### config.mk
export PLATFORM = sky130hd
export DESIGN_NAME = nns_dist
export DESIGN_NICKNAME = d
export VERILOG_FILES = /design/src/sv/nns_pkg.sv /design/src/sv/nns_dist.sv
export SDC_FILE = /design/constraint.sdc
export NUM_CORES = 2
export LEC_CHECK = 0
export ABC_AREA = 1
export BUFFER_PORTS_ARGS = -buffer_cell sky130_fd_sc_hd__buf_4
export CAP_MARGIN = 20
export CELL_PAD_IN_SITES_DETAIL_PLACEMENT = 1
export CELL_PAD_IN_SITES_GLOBAL_PLACEMENT = 2
export CORE_ASPECT_RATIO = 1.75
export CORE_UTILIZATION = 43
export CTS_CLUSTER_DIAMETER = 100
export CTS_CLUSTER_SIZE = 24
export DETAILED_ROUTE_END_ITERATION = 10
export PLACE_DENSITY = 0.95
export SYNTH_ARGS = -nofsm -noshare
export SYNTH_HDL_FRONTEND = slang
export SYNTH_SLANG_ARGS = --single-unit
### constraint.sdc
create_clock -name clk -period 14.3 [get_ports clk]
set_input_delay 0 -clock clk [delete_from_list [all_inputs] [get_ports clk]]
set_output_delay 0 -clock clk [all_outputs]
set_load 0.005 [all_outputs]
### src/sv/nns_pkg.sv
// shared constants and types for the nearest neighbour search block
`default_nettype none

package nns_pkg;

    // storage and geometry
    localparam int POINTS     = 1024;
    localparam int DIMS       = 3;
    localparam int ADDR_W     = $clog2(POINTS);
    localparam int CNT_W      = $clog2(POINTS + 1);

    // field widths
    localparam int INDEX_W    = 10;
    localparam int COORD_W    = 24;
    localparam int KEY_W      = 32;
    localparam int ID_W       = 32;
    localparam int DIST_W     = 26;
    localparam int PCOUNT_W   = 11;

    // distance arithmetic
    localparam int DIFF_W     = COORD_W + 1;
    localparam int SQ_W       = 2 * COORD_W;
    localparam int SUM_W      = SQ_W + 2;
    localparam int ROOT_W     = SUM_W / 2;

    // stream widths
    localparam int S_TDATA_W  = 120;
    localparam int M_TDATA_W  = 168;

    // configuration port
    localparam int CFG_ADDR_W = 1;
    localparam int CFG_DATA_W = PCOUNT_W;
    localparam logic [CFG_ADDR_W-1:0] CFG_POINT_COUNT = 1'b0;
    localparam logic [CFG_ADDR_W-1:0] CFG_USE_KEY     = 1'b1;

    // item kinds
    localparam logic OP_WRITE = 1'b0;
    localparam logic OP_QUERY = 1'b1;

    typedef logic signed [COORD_W-1:0] coord_t;

    typedef struct packed {
        coord_t z;
        coord_t y;
        coord_t x;
    } point_t;

    typedef struct packed {
        logic              vld;
        logic [ADDR_W-1:0] slot;
        logic [SUM_W-1:0]  dist_sq;
    } cand_t;

    typedef struct packed {
        logic busy;
        logic done;
    } sqrt_stat_t;

endpackage

`default_nettype wire

### src/sv/nns_dist.sv
// squared distance pipeline: difference, square, sum
`default_nettype none

module nns_dist
    import nns_pkg::*;
(
    input  wire logic              clk,
    input  wire logic              rst_n,
    input  wire logic              in_vld,
    input  wire logic [ADDR_W-1:0] in_slot,
    input  wire point_t            cand_pt,
    input  wire point_t            self_pt,
    output cand_t                  cand
);

    coord_t cand_c [3];
    coord_t self_c [3];

    logic                     a_vld_reg;
    logic [ADDR_W-1:0]        a_slot_reg;
    logic signed [DIFF_W-1:0] diff_reg [DIMS];

    logic                     b_vld_reg;
    logic [ADDR_W-1:0]        b_slot_reg;
    logic [SQ_W-1:0]          sq_reg [DIMS];

    logic [SUM_W-1:0]         sum;
    cand_t                    cand_reg;

    assign cand_c[0] = cand_pt.x;
    assign cand_c[1] = cand_pt.y;
    assign cand_c[2] = cand_pt.z;
    assign self_c[0] = self_pt.x;
    assign self_c[1] = self_pt.y;
    assign self_c[2] = self_pt.z;

    // valid and slot tags
    always_ff @(posedge clk or negedge rst_n)
    begin
        if (!rst_n)
        begin
            a_vld_reg  <= 1'b0;
            a_slot_reg <= '0;
            b_vld_reg  <= 1'b0;
            b_slot_reg <= '0;
            cand_reg   <= '0;
        end
        else
        begin
            a_vld_reg        <= in_vld;
            a_slot_reg       <= in_slot;
            b_vld_reg        <= a_vld_reg;
            b_slot_reg       <= a_slot_reg;
            cand_reg.vld     <= b_vld_reg;
            cand_reg.slot    <= b_slot_reg;
            cand_reg.dist_sq <= sum;
        end
    end

    // per-axis difference, then square
    always_ff @(posedge clk)
    begin
        for (int d = 0; d < DIMS; d++)
        begin
            diff_reg[d] <= DIFF_W'(cand_c[d]) - DIFF_W'(self_c[d]);
            sq_reg[d]   <= SQ_W'(diff_reg[d] * diff_reg[d]);
        end
    end

    always_comb
    begin
        sum = '0;
        for (int d = 0; d < DIMS; d++)
        begin
            sum = sum + SUM_W'(sq_reg[d]);
        end
    end

    assign cand = cand_reg;

endmodule

`default_nettype wire

==> Implementation_results.wiki <==
{| class="wikitable"
! Metric !! Value
|-
| Gate Count Post-Synth || 10,500
|-
| Fill cell total of the finished layout || 23,600
|-
| Total negative setup slack || 0 ns
|-
| Arrival time of the worst setup path || 8.33 ns
|-
| Flip-flop count of the largest register, all copies and words added || 141
|-
| Pin count of the biggest net entering global routing || 84
|-
| Post-synthesis net count || 13,100
|-
| Total of max-cap violations || 0
|-
| DRC violation count after routing || 0
|-
| Vias in the first global route || 83,100
|-
| Flip-flop and latch count after synthesis || ~300
|-
| Vias after detailed routing || slightly below 70,000
|-
| Detailed-routing iteration count for the pre-antenna-repair pass || 5
|-
| Mean instance size in the synthesized netlist || approximately 7.8 µm²
|-
| Cell area after technology mapping || 82,500 µm²
|-
| Worst clock skew || between 0.04 and 0.05 ns
|-
| Max Fanout on Critical Path || 25
|-
| # rows || 212
|-
| CP bufs+invs || 4
|-
| Remaining max-slew budget at the tightest pin || 38.9%
|-
| Number of DRC markers in iteration 0 || 2,402
|-
| EDFF count, synth || 0
|-
| Multi-input combinational cell area || 63,400 µm²
|-
| Proportion of layout cells with a drive suffix above 1 || under 10%
|-
| Actual slew at the worst max-slew pin || 0.916 ns
|-
| Clock tree from TritonCTS || yes
|-
| Buffer type at the clock tree root || clkbuf_16
|-
| Number of antenna violations at the first check in global routing || 5
|-
| Setup repair after global routing missed its margin || false
|-
| ANT nets after route || 0
|-
| Area enclosed by the die boundary || 194,000 µm²
|-
| Part of the Yosys area used for sequential elements || 7.76%
|-
| Number of vias per cell after detailed routing || 5.16
|-
| Chip Width || 333 µm
|-
| Wirelength, routed || 293,000 µm
|-
| Detailed placement HPWL || 254,000 µm
|-
| Min Hold Slack || 0.0703 ns
|-
| Proportion of register bits with asynchronous set or reset after synthesis || 27.8%
|-
| Highest-count cells in the layout ignoring fill and taps || inv_1, nand2_1, fa_1
|-
| Dominant cell type by area after synthesis || fa_1
|-
| Setup violators final || 0
|-
| Tot GR Track Use || 31.0%
|-
| Number of sinks on the clock net || 299
|-
| Outcome || completed
|-
| Largest delay share family, worst path || adder cells
|-
| Synthesis-to-finish area growth || 8.70%
|-
| Portion of synthesized cell area occupied by the leading cell type || a little over two fifths
|-
| Top_reg_cell synth || dfxtp_1
|-
| Slowest stage cell, crit path || fa_1
|-
| Final Wtd Congestion || 1.01
|-
| Clk pin slew, worst setup/hold paths || 0.10 ns
|-
| Die span in y || a little under 600 µm
|-
| Critical path cell sequence || buf_4 > nand2_1 > inv_1 > fa_1 > fa_1 > inv_1 > fa_1 > inv_1 > fa_1 > fa_1 > fa_1 > fa_1 > ha_1 > nand2_1 > nor2_1 > nand2_1 > nor4_1 > nand3_1 > nand3_1 > nand2_1 > nand2_1
|-
| Synth unique cells || 49
|-
| Wire length of the first global-routing pass || approximately 460,000 µm
|-
| Max clock buf depth || 3
|-
| Count of input and output buffers || 217
|-
| Slowest stage delay, CP || 0.68 ns
|-
| Cts bufs inserted || 21
|-
| Pins over their slew limit || 0
|-
| Clk_lat worst skew || roughly 0.67 ns
|-
| Area of the core || 190,000 µm²
|-
| Category of the most critical setup path || register to register
|-
| Leading cell type in the layout, fill and taps excluded || inv_1
|-
| Worst min-delay path class || primary input to register
|-
| Wire length per cell || 22.1 µm
|-
| Htree depth || 1
|-
| Final critical path time including I/O delays and setup || 7.76 ns
|-
| Number of nets at the end of the flow || 13,300
|-
| Overflow left after global routing || 0
|-
| Worst path most repeated cell || fa_1
|-
| Upper clock frequency limit || 129 MHz
|-
| Part of the cycle the worst path needs || between 50% and 60%
|-
| Syn. warnings || 0
|-
| Category of the worst setup path launch point || register
|-
| Setup crit end kind || register
|-
| Combined flip-flop and latch cell area || 6410 µm²
|-
| I/O pin count || around 220
|-
| CP required || 14.87 ns
|-
| Starting density of the core || between 40% and 50%
|-
| Number of hold violations in the final report || 0
|-
| Dominant cells by area after synthesis || fa_1, inv_1, nand2_1
|}
worst register-to-register path: stages, from the launching register on:
cell     delay, ns
dfxtp_1       0.32
buf_4         0.40
nand2_1       0.20
inv_1         0.20
fa_1          0.59
fa_1          0.68
inv_1         0.22
fa_1          0.57
inv_1         0.07
fa_1          0.46
fa_1          0.53
fa_1          0.62
fa_1          0.45
ha_1          0.48
nand2_1       0.14
nor2_1        0.26
nand2_1       0.18
nor4_1        0.61
nand3_1       0.33
nand3_1       0.17
nand2_1       0.07
nand2_1       0.13
area by class of cell:
cell class | count | area share (%)
repair buffers | 490 | 4.70
inverters | 3154 | 13.2
clock inverters | 12 | 0.197
well taps | 2461 | 3.44
multi-input cells | 6839 | 70.7
flip-flops and latches | 299 | 7.15
diodes | 6 | 0.0167
clock buffers | 24 | 0.610
cells by family (layout without fill, tap and decap cells):
kind of cell | after synthesis | after routing | synth area share [%]
compound gates | 680 | 680 | 4.55
simple gates | 3523 | 3523 | 17.3
buf+inv | 3381 | 3680 | 15.4
xor+xnor | 253 | 253 | 2.69
flops | 299 | 299 | 7.76
fa+ha+maj | 2383 | 2383 | 52.3
other cells | 0 | 6 | 0
metrics by stage:
stage          area, µm²  setup WS, ns  std cells  util (%)
2_1_floorplan      82500          7.89      10500         -
5_1_grt            89600          6.35      13300      47.1
4_1_cts            89600          6.60      13300      47.0
3_3_place_gp       86800          6.58      13000      45.6
3_5_place_dp       86800          6.62      13000      45.6
6_report           89600          6.54      13300      47.1
per-layer routing:
metal | vias up | global-route usage [%] | wire, µm
li1 | 30700 | - | -
met1 | 34800 | 26.4 | 87000
met2 | 1812 | 62.7 | 168000
met3 | 1199 | 2.72 | 7970
met4 | 2 | 26.7 | 29700
met5 | - | 0 | 8
synthesized netlist by cell type, types with 6 or more instances:
library cell  count
nand3_2           9
xnor2_1          63
nor2_2           18
o21bai_1         52
nand2_2          27
inv_2            17
o21ai_1          15
a21oi_1         369
a31oi_1          10
o21ai_2           6
nand2_1        2471
or2_2            15
o21a_1            9
and2_1            7
nor2_1          530
dfxtp_1         216
nor3_2            9
a21o_1           21
nor3_1           47
nand4_1          90
o21ai_0         169
nand3_1         276
ha_1            606
dfrtp_1          83
inv_1          3137
a21boi_0          6
clkbuf_1        219
xor2_1          190
fa_1           1777
o211ai_1          7
nand3b_1          6
path summary, 6_finish.rpt:
kind / start / to / slack [ns] / depth (start not counted)
min: cand_pt[0] / diff_reg[0][9] / 0.07 / 6
max: diff_reg[0][1] / sq_reg[0][38] / 6.54 / 21
max in group asynchronous: rst_n / cand[53] / 13.29 / 4
min in group asynchronous: rst_n / a_slot_reg[8] / 0.41 / 3
max reg2reg: diff_reg[0][1] / sq_reg[0][38] / 6.54 / 21
min reg2reg: a_slot_reg[2] / b_slot_reg[2] / 0.35 / 0
what timing repair did:
| action | 4_1_cts | 5_1_grt |
|---|---|---|
| hold buffers | 203 | 1 |
| gates resized for setup | 0 | 0 |
| endpoints found under the hold margin | 169 | 39 |
| setup buffers | 0 | 0 |
Power is not shown: default switching activity piles up to over one toggle a cycle in this logic, so the estimate is an artifact.
