[src/sv/nns_pkg.sv]
// shared constants and types for the nearest neighbour search block
`default_nettype none

package nns_pkg;

    // storage and geometry
    localparam int POINTS     = 1024;
    localparam int DIMS       = 3;
    localparam int ADDR_W     = $clog2(POINTS);
    localparam int CNT_W      = $clog2(POINTS + 1);

    // field widths
    localparam int INDEX_W    = 10;
    localparam int COORD_W    = 24;
    localparam int KEY_W      = 32;
    localparam int ID_W       = 32;
    localparam int DIST_W     = 26;
    localparam int PCOUNT_W   = 11;

    // distance arithmetic
    localparam int DIFF_W     = COORD_W + 1;
    localparam int SQ_W       = 2 * COORD_W;
    localparam int SUM_W      = SQ_W + 2;
    localparam int ROOT_W     = SUM_W / 2;

    // stream widths
    localparam int S_TDATA_W  = 120;
    localparam int M_TDATA_W  = 168;

    // configuration port
    localparam int CFG_ADDR_W = 1;
    localparam int CFG_DATA_W = PCOUNT_W;
    localparam logic [CFG_ADDR_W-1:0] CFG_POINT_COUNT = 1'b0;
    localparam logic [CFG_ADDR_W-1:0] CFG_USE_KEY     = 1'b1;

    // item kinds
    localparam logic OP_WRITE = 1'b0;
    localparam logic OP_QUERY = 1'b1;

    typedef logic signed [COORD_W-1:0] coord_t;

    typedef struct packed {
        coord_t z;
        coord_t y;
        coord_t x;
    } point_t;

    typedef struct packed {
        logic              vld;
        logic [ADDR_W-1:0] slot;
        logic [SUM_W-1:0]  dist_sq;
    } cand_t;

    typedef struct packed {
        logic busy;
        logic done;
    } sqrt_stat_t;

endpackage

`default_nettype wire

[src/sv/nns_sqrt.sv]
// bit-serial integer square root, one result bit per cycle
`default_nettype none

module nns_sqrt
    import nns_pkg::*;
(
    input  wire logic             clk,
    input  wire logic             rst_n,
    input  wire logic             start,
    input  wire logic [SUM_W-1:0] value,
    output sqrt_stat_t            stat,
    output logic [ROOT_W-1:0]     root
);

    localparam int ITER_W = $clog2(ROOT_W + 1);

    logic [SUM_W-1:0]    val_reg;
    logic [ROOT_W:0]     rem_reg;
    logic [ROOT_W-1:0]   root_reg;
    logic [ITER_W-1:0]   iter_reg;
    logic                busy_reg;
    logic                done_reg;

    logic [ROOT_W+2:0]   rem_sh;
    logic [ROOT_W+2:0]   trial;
    logic                fits;

    assign rem_sh = {rem_reg, val_reg[SUM_W-1 -: 2]};
    assign trial  = (ROOT_W + 3)'({root_reg, 2'b01});
    assign fits   = (rem_sh >= trial);

    always_ff @(posedge clk or negedge rst_n)
    begin
        if (!rst_n)
        begin
            val_reg  <= '0;
            rem_reg  <= '0;
            root_reg <= '0;
            iter_reg <= '0;
            busy_reg <= 1'b0;
            done_reg <= 1'b0;
        end
        else
        begin
            done_reg <= 1'b0;
            if (start)
            begin
                val_reg  <= value;
                rem_reg  <= '0;
                root_reg <= '0;
                iter_reg <= ITER_W'(ROOT_W);
                busy_reg <= 1'b1;
            end
            else if (busy_reg)
            begin
                val_reg  <= val_reg << 2;
                rem_reg  <= fits ? (ROOT_W + 1)'(rem_sh - trial) : (ROOT_W + 1)'(rem_sh);
                root_reg <= {root_reg[ROOT_W-2:0], fits};
                iter_reg <= iter_reg - ITER_W'(1);
                if (iter_reg == ITER_W'(1))
                begin
                    busy_reg <= 1'b0;
                    done_reg <= 1'b1;
                end
            end
        end
    end

    assign stat.busy = busy_reg;
    assign stat.done = done_reg;
    assign root      = root_reg;

endmodule

`default_nettype wire

[config.mk]
export PLATFORM = sky130hd
export DESIGN_NAME = nns_sqrt
export DESIGN_NICKNAME = d
export VERILOG_FILES = /design/src/sv/nns_pkg.sv /design/src/sv/nns_sqrt.sv
export SDC_FILE = /design/constraint.sdc
export NUM_CORES = 1
export LEC_CHECK = 0
export BUFFER_PORTS_ARGS = -buffer_cell sky130_fd_sc_hd__buf_2
export CAP_MARGIN = 5
export CORE_ASPECT_RATIO = 1.1
export CORE_UTILIZATION = 40
export DETAILED_ROUTE_END_ITERATION = 10
export HOLD_SLACK_MARGIN = 0.12
export PLACE_DENSITY = 0.61
export SETUP_SLACK_MARGIN = 0.1
export SLEW_MARGIN = 10
export SYNTH_ARGS = -nofsm -noshare
export SYNTH_HDL_FRONTEND = slang
export SYNTH_SLANG_ARGS = --single-unit
[constraint.sdc]
create_clock -name clk -period 2.79 [get_ports clk]
set_input_delay 0.1395 -clock clk [delete_from_list [all_inputs] [get_ports clk]]
set_output_delay 0.1395 -clock clk [all_outputs]
set_load 0.1 [all_outputs]
==> Flow_metrics.wiki, run 1 <==
{| class="wikitable"
! Metric !! Value
|-
| Run status || complete, no violations
|-
| Bufs on Longest Clock Path || 2
|-
| Static leakage || 4.10 nW
|-
| Number of top-level pins || 80
|-
| Drt pass-1 iters || 4
|-
| CP Max Fanout || 6
|-
| Detail-routed net length per standard cell || 14.3 um
|-
| Fraction of the cycle the final worst path needs || 91.9%
|-
| Worst relative slew slack || 38.9%
|-
| Setup crit start kind || register
|-
| Met2 layer usage reported by global route || 30.7%
|-
| Least-Margin Pin Slew || 0.917 ns
|-
| Worst hold slack || 0.239 ns
|-
| Number of flip-flops under the largest register name || 50
|-
| Post-Syn Area || 6300 sq um
|-
| Vias per std cell || 5.25
|-
| Number of register bits inferred by synthesis || 108
|-
| Antenna violations before repair || 0
|-
| Routing layer with the top usage in global route || met2
|-
| Post-synth EDFFs || 0
|-
| Total count of hold-check failures in the final report || 0
|-
| Mean cell area of the mapped netlist || 9.26 sq um
|-
| Post-synth net total || 762
|-
| Residual overflow from global routing || 0
|-
| Proportion of synthesized flip-flops having asynchronous set or reset || 100%
|-
| Total routed wirelength || 14300 um
|-
| Vias in the first global route || 5118
|-
| Max VDD drop || 447 uV
|-
| Count of clock tree sinks || 108
|-
| Share of cells above drive strength 1 || 20.1%
|-
| Crit path time final || 2.56 ns
|-
| Summed negative setup slack over all endpoints || 0 ns
|-
| Pins Over Slew Limit || 0
|-
| Worst-Skew Late Latency || 0.36 ns
|-
| Number of buffers created by CTS || 9
|-
| Port bufs || 79
|-
| WP data arrival || 2.79 ns
|-
| Placer's final routability congestion estimate || 0.834
|-
| Required arrival time at the worst endpoint || 3.01 ns
|-
| Met1 capacity usage during global routing || 24.4%
|-
| Number of max-capacitance violations reported || 0
|-
| Synth-to-Final Area Change || 25.0%
|-
| Wire length of the first global-routing pass || 24300 um
|-
| Met3 routing resource usage after global routing || 3.77%
|-
| Area of the core || 15200 sq um
|-
| Endpoint class of the critical path || register
|-
| Worst min path class || in2reg
|-
| Number of inserted diodes || 0
|-
| Total number of nets in the final design || 883
|-
| Die width || 122 um
|-
| Post-route antenna net violation count || 0
|-
| Power density over the cells || 922 nW/um^2
|-
| Primary FF master, synth || dfrtp_1
|-
| Number of endpoints failing setup at the final stage || 0
|-
| Root buf cell || clkbuf_16
|-
| CTS tree || done
|-
| Via count || 5261
|-
| Number of library cell types mapped by synthesis || 55
|-
| Full die area || 16300 sq um
|-
| Maximum number of pins on one net before global-route repair || 149
|-
| Site Rows || 47
|-
| Maximum level of the CTS H-tree || 3
|-
| Drt drc || 0
|-
| Maximum clock frequency || 0.390 GHz
|-
| Sequential share of the synthesized area || 42.9%
|-
| Worst Setup Path Type || reg2reg
|-
| Number of warnings issued by yosys || 0
|-
| Overall global routing resource usage || 18.6%
|-
| RSZ-0062 raised after global routing || yes
|-
| Detailed router's first-iteration violation count || 208
|-
| Skew final || 0.00964 ns
|-
| Half-perimeter wire length of the detailed placement result || 9420 um
|-
| Initial Util || 41.4%
|-
| Post-Synthesis Cells || 680
|-
| Clock transition at the register clock pins on the worst setup and hold paths after CTS || 0.07 ns
|-
| Die height || 134 um
|}
## Yosys cell counts (all sizes together) (4+ instances only)
cell    count  area (sq um)
mux2i      78           781
xnor2      22           193
o211ai      4          30.0
nand4       5          31.3
o21ai      64           320
nand2      83           312
inv        36           135
o21a        7          52.6
nor3       10          50.1
clkbuf     25          93.8
dfrtp     108          2700
a21oi      39           210
a21o        7          53.8
nand3       5          25.0
and3        6          37.5
ha         29           363
buf        16          91.3
a211oi     21           173
xor2        5          43.8
nor2       72           273
## layout by cell type (no fill, tap or decap), types with 3 or more instances in the layout
cell type and instances:
a211o_1 3, a211oi_1 17, a211oi_2 4, a21o_1 6, a21oi_1 35, a31oi_1 3
a41oi_1 3, and3_1 5, buf_2 77, buf_4 20, clkbuf_16 9, dfrtp_1 83
dfrtp_2 20, dfrtp_4 5, dlygate4sd3_1 51, ha_1 26, inv_1 36, inv_6 3
mux2i_1 78, nand2_1 83, nand2b_1 3, nand3_1 5, nand4_1 5, nor2_1 71
nor3_1 9, o211ai_1 4, o21a_1 7, o21ai_0 60, o21ai_1 3, o21bai_1 3
xnor2_1 22, xor2_1 5
## per-stage QoR
step           std cells  util [%]  cell area, sq um  setup WS [ns]  total power [mW]
2_1_floorplan        680         -              6340          0.106              4.77
3_3_place_gp         926      45.4              6920          0.169              5.50
3_5_place_dp         926      45.4              6920          0.102              5.56
4_1_cts              993      50.8              7730          0.101              6.98
5_1_grt             1002      51.7              7870         0.0707              7.76
6_report            1002      51.7              7870          0.226              7.26
## worst max-delay path, stage by stage, from the launching register on
cell	delay, ns
dfrtp_2	0.39
inv_1	0.06
ha_1	0.38
a21o_1	0.22
a221o_1	0.36
a21oi_1	0.17
o21bai_1	0.10
a221oi_2	0.30
xnor2_1	0.13
mux2i_1	0.23
a211oi_2	0.10
## metal layers
layer,wire (um),vias to the layer above
met2,7130,91
met4,173,0
li1,-,2610
met1,6600,2547
met3,446,13
met5,0,-
## worst paths after layout
path / slack (ns) / end / cells after the start / startpoint
hold reg to reg: 0.53 / iter_reg[4] / 2 / iter_reg[4]
setup reg to reg: 0.23 / rem_reg[25] / 10 / root[18]
hold / removal: 0.24 / iter_reg[0] / 3 / start
max in group asynchronous: 1.48 / val_reg[18] / 3 / rst_n
setup / recovery: 0.23 / rem_reg[25] / 10 / root[18]
min in group asynchronous: 0.45 / root[11] / 2 / rst_n
## layout make-up
cell class / instances / area (sq um)
fillers: 1422 / 7360
multi-input cells: 496 / 3360
flip-flops and latches: 108 / 2750
repair buffers: 150 / 1090
well taps: 196 / 245
clock buffers: 10 / 229
inverters: 36 / 135
clock inverters: 6 / 68.8
## report_power, final
part | internal, mW | switching (mW) | total (mW)
Sequential | 1.79 | 0.168 | 1.96
Clock | 0.705 | 0.610 | 1.31
Combinational | 1.84 | 2.15 | 3.99
## cells by family after synthesis
| family | Yosys count | share of synthesized area (%) |
|---|---|---|
| flip-flops | 108 | 42.9 |
| AND/OR/NAND/NOR | 190 | 12.6 |
| AO/OA/AOI/OAI | 171 | 17.5 |
| buffers and inverters | 77 | 5.08 |
| XOR/XNOR | 27 | 3.75 |
| adder cells (fa/ha/maj) | 29 | 5.76 |
| multiplexers | 78 | 12.4 |
## what timing repair did
item	4_1_cts	5_1_grt
pin swaps	0	12
setup buffers	0	8
endpoints found under the hold margin	119	0
cloned	0	1
hold buffers	51	0
setup endpoints to repair	2	18
resized for setup	1	13
(Power assumes the default switching activity.)
==> inputs of run 2 (changes only) <==
- CELL_PAD_IN_SITES_DETAIL_PLACEMENT: not set -> 0
- CELL_PAD_IN_SITES_GLOBAL_PLACEMENT: not set -> 1
- PLACE_DENSITY: 0.61 -> 0.75
- SKIP_CTS_REPAIR_TIMING: not set -> 1
==> Flow_metrics.wiki, run 2 (same netlist as run 1, synthesis figures left out) <==
{| class="wikitable"
! Metric !! Value
|-
| Run status || complete, no violations (unchanged)
|-
| Wire length of the first global-routing pass || 23100 um (was 24300 um)
|-
| Antenna violations before repair || 0 (unchanged)
|-
| Endpoint class of the critical path || register (unchanged)
|-
| Number of top-level pins || 80 (unchanged)
|-
| Total routed wirelength || 13900 um (was 14300 um)
|-
| Number of inserted diodes || 0 (unchanged)
|-
| Half-perimeter wire length of the detailed placement result || 9480 um (was 9420 um)
|-
| Initial Util || 41.4% (unchanged)
|-
| Power density over the cells || 895 nW/um^2 (was 922 nW/um^2)
|-
| Summed negative setup slack over all endpoints || 0 ns (unchanged)
|-
| Slowest-stage cell, CP || dfrtp_4 (was dfrtp_2)
|-
| Switching power total || 2.79 mW (was 2.93 mW)
|-
| CP delay by family, top || simple AND/OR/NAND/NOR gates (was compound AO/OA/AOI/OAI gates)
|-
| Static leakage || 4.08 nW (was 4.10 nW)
|-
| Internal power || 4.20 mW (was 4.33 mW)
|-
| Overall global routing resource usage || 17.6% (was 18.6%)
|-
| Count of clock tree sinks || 108 (unchanged)
|-
| Crit path time final || 2.51 ns (was 2.56 ns)
|-
| Max VDD drop || 520 uV (was 447 uV)
|-
| Clock transition at the register clock pins on the worst setup and hold paths after CTS || 0.07 ns (about the same)
|-
| Residual overflow from global routing || 0 (unchanged)
|-
| Crit path buf inv count || 2 (was 1)
|-
| Post-route antenna net violation count || 0 (unchanged)
|-
| Slowest cell delay on critical path || 0.43 ns (was 0.39 ns)
|-
| Fraction of the cycle the final worst path needs || 90.1% (was 91.9%)
|-
| Cells traversed along the worst timing path || inv_1 -> ha_1 -> nand4_1 -> nor2_2 -> and3_1 -> o21ai_1 -> a21o_4 -> buf_4 -> and3_1 -> a21oi_1 -> o22ai_1 (was inv_1 -> ha_1 -> a21o_1 -> a221o_1 -> a21oi_1 -> o21bai_1 -> a221oi_2 -> xnor2_1 -> mux2i_1 -> a211oi_2)
|-
| Bufs on Longest Clock Path || 2 (unchanged)
|-
| Share of total power in the clock network || 17.5% (was 18.1%)
|-
| Maximum clock frequency || 0.398 GHz (was 0.390 GHz)
|-
| Die width || 122 um (unchanged)
|-
| Critical Path Stages || 11 (was 10)
|-
| Maximum level of the CTS H-tree || 3 (unchanged)
|-
| Drt drc || 0 (unchanged)
|-
| DP Area || 6930 sq um (was 6920 sq um)
|-
| Final Power || 6.99 mW (was 7.26 mW)
|-
| Die height || 134 um (unchanged)
|-
| WHS Path Cells || 2 (was 3)
|-
| Drt pass-1 iters || 4 (unchanged)
|-
| Pins Over Slew Limit || 0 (unchanged)
|-
| Vias per std cell || 5.12 (was 5.25)
|-
| Least-Margin Pin Slew || 0.957 ns (was 0.917 ns)
|-
| Total number of nets in the final design || 880 (was 883)
|-
| RSZ-0062 raised after global routing || no (was yes)
|-
| Worst min path class || in2reg (unchanged)
|-
| Area of the core || 15200 sq um (unchanged)
|-
| Required arrival time at the worst endpoint || 3.01 ns (about the same)
|-
| CP dominant cell by count || and3_1
|-
| Worst-Skew Late Latency || 0.35 ns (was 0.36 ns)
|-
| Detail-routed net length per standard cell || 13.9 um (was 14.3 um)
|-
| Setup crit start kind || register (unchanged)
|-
| Worst hold slack || 0.110 ns (was 0.239 ns)
|-
| Number of flip-flops under the largest register name || 50 (unchanged)
|-
| Vias in the first global route || 4943 (was 5118)
|-
| Worst relative slew slack || 36.2% (was 38.9%)
|-
| CP Max Fanout || 6 (unchanged)
|-
| Reg power frac || 28.0% (was 26.9%)
|-
| Total count of hold-check failures in the final report || 0 (unchanged)
|-
| Number of endpoints failing setup at the final stage || 0 (unchanged)
|-
| Share of cells above drive strength 1 || 19.6% (was 20.1%)
|-
| WP data arrival || 2.73 ns (was 2.79 ns)
|-
| Root buf cell || clkbuf_16 (unchanged)
|-
| Number of buffers created by CTS || 9 (unchanged)
|-
| Top library cells by usage in the layout, fill and taps aside || nand2_1, dfrtp_1, mux2i_1, buf_2, nor2_1 (unchanged)
|-
| Maximum number of pins on one net before global-route repair || 82 (was 149)
|-
| Post-route cell area || 7800 sq um (was 7870 sq um)
|-
| Number of max-capacitance violations reported || 0 (unchanged)
|-
| Site Rows || 47 (unchanged)
|-
| Via count || 5111 (was 5261)
|-
| Final core area utilization || 51.2% (was 51.7%)
|-
| Port bufs || 79 (unchanged)
|-
| Net switching fraction of the power || 39.9% (was 40.3%)
|-
| Detailed router's first-iteration violation count || 243 (was 208)
|-
| Synth-to-Final Area Change || 23.9% (was 25.0%)
|-
| Portion of total power attributed to combinational logic || 54.5% (was 55.0%)
|-
| Full die area || 16300 sq um (unchanged)
|-
| Worst Setup Path Type || reg2reg (unchanged)
|-
| Placer's final routability congestion estimate || 0.863 (was 0.834)
|-
| CTS tree || done (unchanged)
|-
| Skew final || 0.00900 ns (was 0.00964 ns)
|-
| Number of cells traversed by the worst register-to-register path || 11 (was 10)
|}
==> run 2: cell types whose count changed in the layout (fill, tap and decap cells not counted), moves of 2 or more <==
cell,before,now
a21oi_2,2,5
o21ai_1,3,6
a21oi_1,35,33
buf_4,20,18
inv_6,3,1
o21ai_0,60,58
==> run 2: layout make-up <==
type | count | area, sq um
Fill cell | 1423 | 7430
Multi-Input combinational cell | 495 | 3320
Sequential cell | 108 | 2750
Timing Repair Buffer | 148 | 1070
Tap cell | 196 | 245
Clock buffer | 10 | 239
Inverter | 36 | 135
Clock inverter | 6 | 46.3
==> run 2: through the flow <==
step / std cells / worst slack (ns)
after CTS: 943 / 0.0895
after global routing: 999 / 0.0868
after global placement: 927 / 0.160
after detailed placement: 927 / 0.119
final: 999 / 0.275
after floorplan: 680 / 0.106
==> run 2: routing by layer <==
layer / routed length [um] / up-vias / GRT usage, %
met2: 6850 / 77 / 29.9
met4: 193 / 0 / 4.94
met1: 6410 / 2419 / 22.4
met3: 411 / 12 / 3.90
li1: - / 2603 / -
met5: 0 / - / 0
==> run 2: power groups by stage <==
stage / Combinational, mW / Clock [mW] / Sequential (mW)
2_1_floorplan: 2.74 / 0 / 2.03
3_3_place_gp: 3.57 / 0 / 1.98
3_5_place_dp: 3.58 / 0 / 1.98
4_1_cts: 3.60 / 1.28 / 1.95
5_1_grt: 4.24 / 1.33 / 1.98
6_report: 3.81 / 1.23 / 1.95
==> run 2: path summary, 6_finish.rpt <==
| check | from | endpoint | slack [ns] |
|---|---|---|---|
| worst max-delay path | root[17] | rem_reg[24] | 0.28 |
| worst min-delay path | start | val_reg[22] | 0.11 |
| worst max register to register | root[17] | rem_reg[24] | 0.28 |
| worst min register to register | iter_reg[4] | iter_reg[4] | 0.53 |
| max in group asynchronous | rst_n | root[5] | 1.52 |
| min in group asynchronous | rst_n | root[12] | 0.47 |
